`src/rtl/ltrap_pkg.sv`:
```
// Shared types and constants for the limited trapezoidal integrator.
// Depends on nothing; every other file of the block refers to it by scoped names.
`default_nettype none

package ltrap_pkg;

  localparam int unsigned DataWidth       = 32;
  localparam int unsigned AccWidthDefault = 48;

  // Register reset values, signed Q16.16
  localparam logic [DataWidth-1:0] GainReset  = 32'h0001_0000;
  localparam logic [DataWidth-1:0] UpperReset = 32'h7FFF_FFFF;
  localparam logic [DataWidth-1:0] LowerReset = 32'h8000_0000;

  localparam int unsigned CfgAddrWidth = 2;

  typedef enum logic [CfgAddrWidth-1:0] {
    RegGain  = 2'd0,
    RegUpper = 2'd1,
    RegLower = 2'd2
  } reg_idx_e;

  // gain*(s)*dt is at most 2^95; the scale 2^16*2000 splits into 2^20 * 125
  localparam int unsigned ProdWidth    = 96;
  localparam int unsigned FracBits     = 20;
  localparam int unsigned DivWidth     = 80;
  localparam int unsigned DivRadixBits = 8;
  localparam int unsigned DivSteps     = DivWidth / DivRadixBits;
  localparam int unsigned DivCntWidth  = $clog2(DivSteps);
  localparam int unsigned RemWidth     = 7;
  localparam logic [RemWidth:0] DivConst = 8'd125;

  typedef struct packed {
    logic signed [DataWidth-1:0] sample;
    logic                        enable;
    logic                        clear;
    logic [DataWidth-1:0]        now_ms;
  } in_word_t;

  typedef struct packed {
    logic signed [DataWidth-1:0] integral;
    logic                        limited;
  } out_word_t;

  // One strobe per sequencer step, to the datapath and the top level
  typedef struct packed {
    logic load;
    logic mul_p;
    logic mul_lo;
    logic mul_hi;
    logic div;
    logic acc;
    logic clamp;
    logic commit;
    logic zero;
  } ctrl_t;

endpackage

`default_nettype wire

```
`src/rtl/limited_trapezoidal_integrator_top.sv`:
```
// Top level of the limited trapezoidal integrator: ports, registers, input and output words.
// Depends on ltrap_pkg, ltrap_seq and ltrap_dp.
//
//   channel  direction  handshake               payload
//   cfg      in         cfg_we_i                cfg_addr_i, cfg_wdata_i
//   in       in         in_valid_i/in_ready_o   in_data_i  (sample, enable, clear, now_ms)
//   out      out        out_valid_o/out_ready_i out_data_o (integral, limited)
//
// An enabled word after the first keeps in_ready_o low from its acceptance through one operand
// load, three passes through the shared 33x32 multiplier, the 8-bit-per-cycle divide-by-125
// unit, one accumulate, one clamp, then the hand-off. A word that only records or holds goes
// from its acceptance straight to the hand-off.
// Reset clears the registers, the state and the output valid at once; there is no sweep.
// A result waits in the output register while the next word is worked on; that word's
// hand-off then holds, and in_ready_o stays low, until out_ready_i frees the register.
`default_nettype none

module limited_trapezoidal_integrator_top #(
  parameter int unsigned AccWidth = ltrap_pkg::AccWidthDefault
) (
  input  var logic                                clk_i,
  input  var logic                                rst_ni,
  input  var logic                                cfg_we_i,
  input  var logic [ltrap_pkg::CfgAddrWidth-1:0]  cfg_addr_i,
  input  var logic [ltrap_pkg::DataWidth-1:0]     cfg_wdata_i,
  input  var logic                                in_valid_i,
  output logic                                    in_ready_o,
  input  var ltrap_pkg::in_word_t                 in_data_i,
  output logic                                    out_valid_o,
  input  var logic                                out_ready_i,
  output ltrap_pkg::out_word_t                    out_data_o
);

  // configuration
  logic [31:0] gain_q, upper_q, lower_q;

  // captured word and integrator history
  ltrap_pkg::in_word_t  item_q;
  logic                 started_q;
  logic [31:0]          prev_sample_q;
  logic [31:0]          prev_time_q;
  logic [31:0]          dt;

  // output register
  logic                 out_valid_q;
  ltrap_pkg::out_word_t out_data_q;
  logic                 out_free;

  ltrap_pkg::ctrl_t     ctrl;
  logic                 in_accept;
  logic [31:0]          held_integral;
  logic                 held_limited;

  assign in_accept = in_valid_i && in_ready_o;
  assign out_free  = !out_valid_q || out_ready_i;
  assign dt        = item_q.now_ms - prev_time_q;   // wraps modulo 2^32

  // register writes; unknown indexes drop
  always_ff @(posedge clk_i or negedge rst_ni) begin
    if (!rst_ni) begin
      gain_q  <= ltrap_pkg::GainReset;
      upper_q <= ltrap_pkg::UpperReset;
      lower_q <= ltrap_pkg::LowerReset;
    end else if (cfg_we_i) begin
      unique case (ltrap_pkg::reg_idx_e'(cfg_addr_i))
        ltrap_pkg::RegGain:  gain_q  <= cfg_wdata_i;
        ltrap_pkg::RegUpper: upper_q <= cfg_wdata_i;
        ltrap_pkg::RegLower: lower_q <= cfg_wdata_i;
        default: ;
      endcase
    end
  end

  // capture the word; it stays put until the hand-off
  always_ff @(posedge clk_i) begin
    if (in_accept) begin
      item_q <= in_data_i;
    end
  end

  // History: the first word always records its sample; a clear leaves both
  // the previous sample and the previous time untouched otherwise.
  always_ff @(posedge clk_i or negedge rst_ni) begin
    if (!rst_ni) begin
      started_q     <= 1'b0;
      prev_sample_q <= '0;
      prev_time_q   <= '0;
    end else if (ctrl.commit) begin
      started_q <= 1'b1;
      if (!started_q || !item_q.clear) begin
        prev_sample_q <= item_q.sample;
      end
      if (!item_q.clear) begin
        prev_time_q <= item_q.now_ms;
      end
    end
  end

  ltrap_seq u_seq (
    .clk_i       (clk_i),
    .rst_ni      (rst_ni),
    .in_valid_i  (in_valid_i),
    .integrate_i (started_q && in_data_i.enable),
    .clear_i     (item_q.clear),
    .out_free_i  (out_free),
    .in_ready_o  (in_ready_o),
    .ctrl_o      (ctrl)
  );

  ltrap_dp #(
    .AccWidth (AccWidth)
  ) u_dp (
    .clk_i         (clk_i),
    .rst_ni        (rst_ni),
    .ctrl_i        (ctrl),
    .gain_i        (gain_q),
    .upper_i       (upper_q),
    .lower_i       (lower_q),
    .sample_i      (item_q.sample),
    .prev_sample_i (prev_sample_q),
    .dt_i          (dt),
    .integral_o    (held_integral),
    .limited_o     (held_limited)
  );

  // Load the result at the hand-off; a clear word shows zero and no limit,
  // the same values the datapath takes on at that edge.
  always_ff @(posedge clk_i or negedge rst_ni) begin
    if (!rst_ni) begin
      out_valid_q <= 1'b0;
    end else if (ctrl.commit) begin
      out_valid_q <= 1'b1;
    end else if (out_ready_i) begin
      out_valid_q <= 1'b0;
    end
  end

  always_ff @(posedge clk_i) begin
    if (ctrl.commit) begin
      out_data_q.integral <= item_q.clear ? '0 : held_integral;
      out_data_q.limited  <= item_q.clear ? 1'b0 : held_limited;
    end
  end

  assign out_valid_o = out_valid_q;
  assign out_data_o  = out_data_q;

endmodule

`default_nettype wire

```
`src/rtl/ltrap_seq.sv`:
```
// Step sequencer of the limited trapezoidal integrator.
// Depends on ltrap_pkg (ctrl_t, DivSteps, DivCntWidth).
`default_nettype none

module ltrap_seq (
  input  var logic           clk_i,
  input  var logic           rst_ni,
  input  var logic           in_valid_i,
  input  var logic           integrate_i,
  input  var logic           clear_i,
  input  var logic           out_free_i,
  output logic               in_ready_o,
  output ltrap_pkg::ctrl_t   ctrl_o
);

  localparam int unsigned CntW = ltrap_pkg::DivCntWidth;

  typedef enum logic [8:0] {
    StIdle  = 9'b000000001,
    StLoad  = 9'b000000010,
    StMulP  = 9'b000000100,
    StMulLo = 9'b000001000,
    StMulHi = 9'b000010000,
    StDiv   = 9'b000100000,
    StAcc   = 9'b001000000,
    StClamp = 9'b010000000,
    StDone  = 9'b100000000
  } state_e;

  state_e          state_q, state_d;
  logic [CntW-1:0] cnt_q, cnt_d;
  logic            div_last;

  assign div_last = (cnt_q == CntW'(ltrap_pkg::DivSteps - 1));

  always_comb begin
    state_d = state_q;
    cnt_d   = cnt_q;
    unique case (state_q)
      StIdle: begin
        if (in_valid_i) begin
          state_d = integrate_i ? StLoad : StDone;
        end
      end
      StLoad:  state_d = StMulP;
      StMulP:  state_d = StMulLo;
      StMulLo: state_d = StMulHi;
      StMulHi: begin
        state_d = StDiv;
        cnt_d   = '0;
      end
      StDiv: begin
        cnt_d = cnt_q + CntW'(1);
        if (div_last) begin
          state_d = StAcc;
        end
      end
      StAcc:   state_d = StClamp;
      StClamp: state_d = StDone;
      StDone: begin
        // hold until the output register can take the word
        if (out_free_i) begin
          state_d = StIdle;
        end
      end
      default: state_d = StIdle;
    endcase
  end

  always_ff @(posedge clk_i or negedge rst_ni) begin
    if (!rst_ni) begin
      state_q <= StIdle;
      cnt_q   <= '0;
    end else begin
      state_q <= state_d;
      cnt_q   <= cnt_d;
    end
  end

  assign in_ready_o    = (state_q == StIdle);
  assign ctrl_o.load   = (state_q == StLoad);
  assign ctrl_o.mul_p  = (state_q == StMulP);
  assign ctrl_o.mul_lo = (state_q == StMulLo);
  assign ctrl_o.mul_hi = (state_q == StMulHi);
  assign ctrl_o.div    = (state_q == StDiv);
  assign ctrl_o.acc    = (state_q == StAcc);
  assign ctrl_o.clamp  = (state_q == StClamp);
  assign ctrl_o.commit = (state_q == StDone) && out_free_i;
  assign ctrl_o.zero   = (state_q == StDone) && out_free_i && clear_i;

endmodule

`default_nettype wire

```
`src/rtl/ltrap_dp.sv`:
```
// Arithmetic datapath: shared multiplier, divide-by-125 unit, accumulator and clamp.
// Depends on ltrap_pkg (ctrl_t and the divider constants).
`default_nettype none

module ltrap_dp #(
  parameter int unsigned AccWidth = ltrap_pkg::AccWidthDefault
) (
  input  var logic             clk_i,
  input  var logic             rst_ni,
  input  var ltrap_pkg::ctrl_t ctrl_i,
  input  var logic [31:0]      gain_i,
  input  var logic [31:0]      upper_i,
  input  var logic [31:0]      lower_i,
  input  var logic [31:0]      sample_i,
  input  var logic [31:0]      prev_sample_i,
  input  var logic [31:0]      dt_i,
  output logic [31:0]          integral_o,
  output logic                 limited_o
);

  localparam int unsigned PW  = ltrap_pkg::ProdWidth;
  localparam int unsigned FB  = ltrap_pkg::FracBits;
  localparam int unsigned DW  = ltrap_pkg::DivWidth;
  localparam int unsigned RW  = ltrap_pkg::RemWidth;
  localparam logic signed [AccWidth-1:0] MaxV = {1'b0, {(AccWidth-1){1'b1}}};
  localparam logic signed [AccWidth-1:0] MinV = {1'b1, {(AccWidth-1){1'b0}}};

  // operand magnitudes and result sign
  logic [31:0]   mag_g_q;
  logic [32:0]   mag_s_q;
  logic          neg_q;
  logic [32:0]   s_sum;

  // shared multiplier
  logic [32:0]   mul_a;
  logic [31:0]   mul_b;
  logic [64:0]   mul_res;
  logic [63:0]   p_q;
  logic [PW-1:0] prod_q;
  logic [PW-1:0] prod_sum;

  // divider
  logic [DW-1:0] div_q, div_d;
  logic [RW-1:0] rem_q, rem_d;
  logic [RW:0]   trial;
  logic          frac_q;

  // accumulator update
  logic [DW-1:0]         q_full;
  logic                  q_big;
  logic [AccWidth+1:0]   acc_ext, q_ext, acc_sum;
  logic                  acc_ovf;
  logic signed [AccWidth-1:0] acc_q, acc_new;
  logic signed [AccWidth-1:0] up_ext, dn_ext;

  logic [31:0]   held_q;
  logic          held_lim_q;

  assign s_sum = {sample_i[31], sample_i} + {prev_sample_i[31], prev_sample_i};

  always_comb begin
    if (ctrl_i.mul_p) begin
      mul_a = mag_s_q;
      mul_b = mag_g_q;
    end else if (ctrl_i.mul_lo) begin
      mul_a = {1'b0, p_q[31:0]};
      mul_b = dt_i;
    end else begin
      mul_a = {1'b0, p_q[63:32]};
      mul_b = dt_i;
    end
  end

  assign mul_res  = mul_a * mul_b;
  assign prod_sum = prod_q + {mul_res[63:0], 32'h0};

  // eight restoring steps per cycle, quotient bits shift in from the bottom
  always_comb begin
    div_d = div_q;
    rem_d = rem_q;
    trial = '0;
    for (int i = 0; i < ltrap_pkg::DivRadixBits; i++) begin
      trial = {rem_d, div_d[DW-1]};
      div_d = {div_d[DW-2:0], 1'b0};
      if (trial >= ltrap_pkg::DivConst) begin
        rem_d    = RW'(trial - ltrap_pkg::DivConst);
        div_d[0] = 1'b1;
      end else begin
        rem_d = trial[RW-1:0];
      end
    end
  end

  // floor: a negative increment with any dropped fraction grows by one
  assign q_full  = div_q + DW'(neg_q && (frac_q || (rem_q != '0)));
  assign q_big   = |q_full[DW-1:AccWidth];
  assign acc_ext = {{2{acc_q[AccWidth-1]}}, acc_q};
  assign q_ext   = {2'b00, q_full[AccWidth-1:0]};
  assign acc_sum = neg_q ? (acc_ext - q_ext) : (acc_ext + q_ext);
  assign acc_ovf = (acc_sum[AccWidth+1:AccWidth-1] != 3'b000) &&
                   (acc_sum[AccWidth+1:AccWidth-1] != 3'b111);
  assign acc_new = (q_big || acc_ovf) ? (neg_q ? MinV : MaxV)
                                      : acc_sum[AccWidth-1:0];

  assign up_ext = {{(AccWidth-32){upper_i[31]}}, upper_i};
  assign dn_ext = {{(AccWidth-32){lower_i[31]}}, lower_i};

  always_ff @(posedge clk_i) begin
    if (ctrl_i.load) begin
      mag_g_q <= gain_i[31] ? (32'd0 - gain_i) : gain_i;
      mag_s_q <= s_sum[32] ? (33'd0 - s_sum) : s_sum;
      neg_q   <= gain_i[31] ^ s_sum[32];
    end
    if (ctrl_i.mul_p) begin
      p_q <= mul_res[63:0];
    end
    if (ctrl_i.mul_lo) begin
      prod_q <= {32'h0, mul_res[63:0]};
    end
    if (ctrl_i.mul_hi) begin
      div_q  <= DW'(prod_sum[PW-1:FB]);
      rem_q  <= '0;
      frac_q <= |prod_q[FB-1:0];
    end else if (ctrl_i.div) begin
      div_q <= div_d;
      rem_q <= rem_d;
    end
  end

  always_ff @(posedge clk_i or negedge rst_ni) begin
    if (!rst_ni) begin
      acc_q      <= '0;
      held_q     <= '0;
      held_lim_q <= 1'b0;
    end else begin
      if (ctrl_i.zero) begin
        acc_q      <= '0;
        held_q     <= '0;
        held_lim_q <= 1'b0;
      end else if (ctrl_i.acc) begin
        acc_q <= acc_new;
      end else if (ctrl_i.clamp) begin
        // upper test first so crossed limits resolve to the upper one
        if (acc_q >= up_ext) begin
          held_q     <= upper_i;
          held_lim_q <= 1'b1;
        end else if (acc_q <= dn_ext) begin
          held_q     <= lower_i;
          held_lim_q <= 1'b1;
        end else begin
          held_q     <= acc_q[31:0];
          held_lim_q <= 1'b0;
        end
      end
    end
  end

  assign integral_o = held_q;
  assign limited_o  = held_lim_q;

endmodule

`default_nettype wire

```
`config.mk`:
```
export PLATFORM = sky130hd
export DESIGN_NAME = limited_trapezoidal_integrator_top
export DESIGN_NICKNAME = d
export VERILOG_FILES = /design/src/rtl/ltrap_pkg.sv /design/src/rtl/limited_trapezoidal_integrator_top.sv /design/src/rtl/ltrap_seq.sv /design/src/rtl/ltrap_dp.sv
export SDC_FILE = /design/constraint.sdc
export NUM_CORES = 2
export LEC_CHECK = 0
export BUFFER_PORTS_ARGS = -buffer_cell sky130_fd_sc_hd__buf_2
export CORE_UTILIZATION = 59
export CTS_CLUSTER_SIZE = 20
export DETAILED_ROUTE_END_ITERATION = 6
export PLACE_DENSITY = 0.76
export SLEW_MARGIN = 40
export SYNTH_ARGS = -nofsm -noshare
export SYNTH_HDL_FRONTEND = slang
export SYNTH_SLANG_ARGS = --single-unit
export TNS_END_PERCENT = 5
```
`constraint.sdc`:
```
create_clock -name clk_i -period 31.5 [get_ports clk_i]
set_input_delay 1.575 -clock clk_i [delete_from_list [all_inputs] [get_ports clk_i]]
set_output_delay 1.575 -clock clk_i [all_outputs]
set_load 0.03 [all_outputs]
```
==> metrics.txt <==
vias 56600; clock root cell clkbuf_16; Hold Fails Final Rpt 0; CTS Sinks 636; final setup TNS 0 ps; Yosys cell types 108; status finished with violations; Total GRT Usage a little over a third; Hold WC Path Type register to register; number of I/O port buffers about 140; wire per inst 23.4 um; Simple-Gate Fraction of Synth Area 14.4%; via/cell ratio 6.00; dpl cell area 75400 sq um; CTS Buffer Depth 3; synth top area cells fa_1 (26%), edfxtp_1 (15%), ha_1 (9.0%), dfrtp_1 (7.7%), inv_1 (6.3%); Max-slew headroom 39.8%; cell taking the most area after synthesis fa_1; commonest cells in the synthesized netlist inv_1 (1210), nand2_1 (1073), fa_1 (929), nor2_1 (582), ha_1 (522); drt pass-1 iters 7; Routed Antenna Nets 0; Final min period 15140 ps; site row count 128; CP required between 30000 and 40000 ps; Final setup viols 0; syn_nets 9265; CORE AREA 122000 sq um; Final Instance Area 77800 sq um; Tcrit/Tclk final 48.1%; GR Overflow Total 0; Setup CP Type register to register; die width around 350 um; initial core utilization 59.4%; Synth Area per Inst around 9.4 sq um; clock insertion delay at the later pin of the skew report 670 ps; Worst path max stage delay 610 ps; Area Growth Syn to Fin 7.66%; xor/xnor share of the synthesized area roughly 4.7%; failing checks DRC; DRT iter0 DRCs 5306; share of the synthesized area in the top cell type 25.7%; post-CTS setup buffer count 0; FF-to-FF Start item_q[0]; FMAX 0.0661 GHz; post-cts resize count 0; hold path start u_dp.integral_o[1]; Data arrival, critical path roughly 16000 ps; CTS buffer count 70; Critical Path Source item_q[0]; Crit Path Max Fanout 19; layout cells sized above 1 8.77%; first-pass GRT wire length ~340000 um; # hold bufs at CTS 0; most common cell in the netlist inv_1; Setup crit end kind register; CTS H-tree depth 3; cell mode on critical path a21oi_1; Crit-path slowest cell fa_1; post-synthesis mux area share 3.17%; hpwl dp between 150000 and 200000 um; largest family of logic cells by synthesized area adder cells; Syn. warnings 0; Die Ht around 350 um; Synth Flop Type edfxtp_1; sequential-to-total area share from yosys stat between 20% and 30%; I/O pin count between 100 and 150; antenna violations before repair 8; CTS tree built; Post-Synth Adder-Cell Area 34.8%; Least-Margin Pin Slew 903 ps; Synth Area in Compound Gates 10.4%; Post-Route WL 220000 um; EDFF count, synth 369; clk_skew about 64 ps; Slew Viols, Final 0; Netlist Area Pre-Place 72300 sq um; GPL Wtd Cong 1.03; clk slew on worst S/H paths 70 ps; DRC violations left 6; Die ar. 124000 sq um; cell count after synthesis 7709; startpoint types register; largest net degree at the start of global routing 143; Async SR Flop Fraction 40.3%; vias in the first global route ~57000; max cap viols 0; RSZ-0062 raised after global routing false; Layout Nets 9297; flops & latches, synth 636
## per-layer routing
layer  vias to the layer above  global-route usage, %  wire [um]
met2                      2494                   54.3      97300
li1                      25200                      -          -
met3                       492                   9.14      22800
met5                         -                      0         23
met1                     28400                   47.9      88200
met4                         4                   17.0      11900
## path summary, 6_finish.rpt
check,end,slack [ps],cells past startpoint
max,u_dp.div_q[71],16360,57
min,u_dp.integral_o[1],470,2
max reg2reg,u_dp.div_q[71],16360,57
min reg2reg,u_dp.integral_o[1],470,2
max in group asynchronous,prev_time_q[23],29760,3
min in group asynchronous,lower_q[21],690,1
## logic make-up (layout without fill, tap and decap cells)
family	Yosys count	after routing
AND/OR/NAND/NOR	2335	2335
buffers and inverters	1532	1620
adder cells (fa/ha/maj)	1451	1451
AO/OA/AOI/OAI	1160	1160
flip-flops	636	636
XOR/XNOR	387	387
multiplexers	208	208
other	0	5
## metrics by stage
stage / hold WS, ps / setup WS, ps / std cells / utilization, %
after floorplan: 441 / 17600 / 7709 / -
after global placement: 456 / 16540 / 9286 / 61.7
after detailed placement: 463 / 16390 / 9293 / 61.9
after CTS: 477 / 16350 / 9421 / 63.9
after global routing: 502 / 15410 / 9422 / 63.9
final: 473 / 16360 / 9427 / 63.9
## cell usage in the layout, fill, tap and decap left out, types with 46 or more instances in the layout
cell / n
dfrtp_1: 222
nand2_1: 1073
fa_1: 929
edfxtp_1: 369
xnor2_1: 250
nand3_1: 96
and2_1: 59
nand4_1: 62
and3_1: 70
a21o_1: 106
buf_4: 128
nor2b_1: 83
mux2i_1: 57
clkbuf_16: 72
o21ai_0: 323
nor2_1: 581
o211ai_1: 46
a221o_1: 49
nor3_1: 77
ha_1: 522
mux2_2: 145
a21oi_1: 242
buf_2: 138
inv_1: 1209
xor2_1: 132
o21a_1: 51
nand2b_1: 64
## worst max-delay path, delay by kind of cell (launching register included)
kind | cells | cell delay (ps)
compound gates | 30 | 5480
xor+xnor | 2 | 360
fa+ha+maj | 11 | 5210
buf+inv | 5 | 320
flops | 1 | 390
mux | 1 | 510
simple gates | 8 | 2600
## flip-flops by register name, summed over array words and instances (netlist names), 4 cells and up
| register | cells |
|---|---|
| upper_q | 32 |
| u_dp.acc_q | 48 |
| u_dp.mag_s_q | 33 |
| u_dp.p_q | 64 |
| out_data_o | 33 |
| item_q | 65 |
| gain_q | 32 |
| u_dp.mag_g_q | 32 |
| prev_time_q | 32 |
| u_dp.rem_q | 7 |
| lower_q | 32 |
| prev_sample_q | 32 |
| u_dp.prod_q | 64 |
| u_seq.cnt_q | 4 |
| u_seq.state_q | 9 |
| u_dp.div_q | 80 |
| u_dp.integral_o | 32 |
## area by class of cell
type                            instances  area (sq um)
Timing Repair Buffer                  280          1920
Multi-Input combinational cell       5541         49200
Fill cell                            9940         43900
Inverter                             1212          4550
Tap cell                             1625          2030
Sequential cell                       636         17700
Antenna cell                            5          12.5
Clock inverter                         32           485
Clock buffer                           96          1900
Power is not shown: default switching activity piles up to over one toggle a cycle in this logic, so the estimate is an artifact.
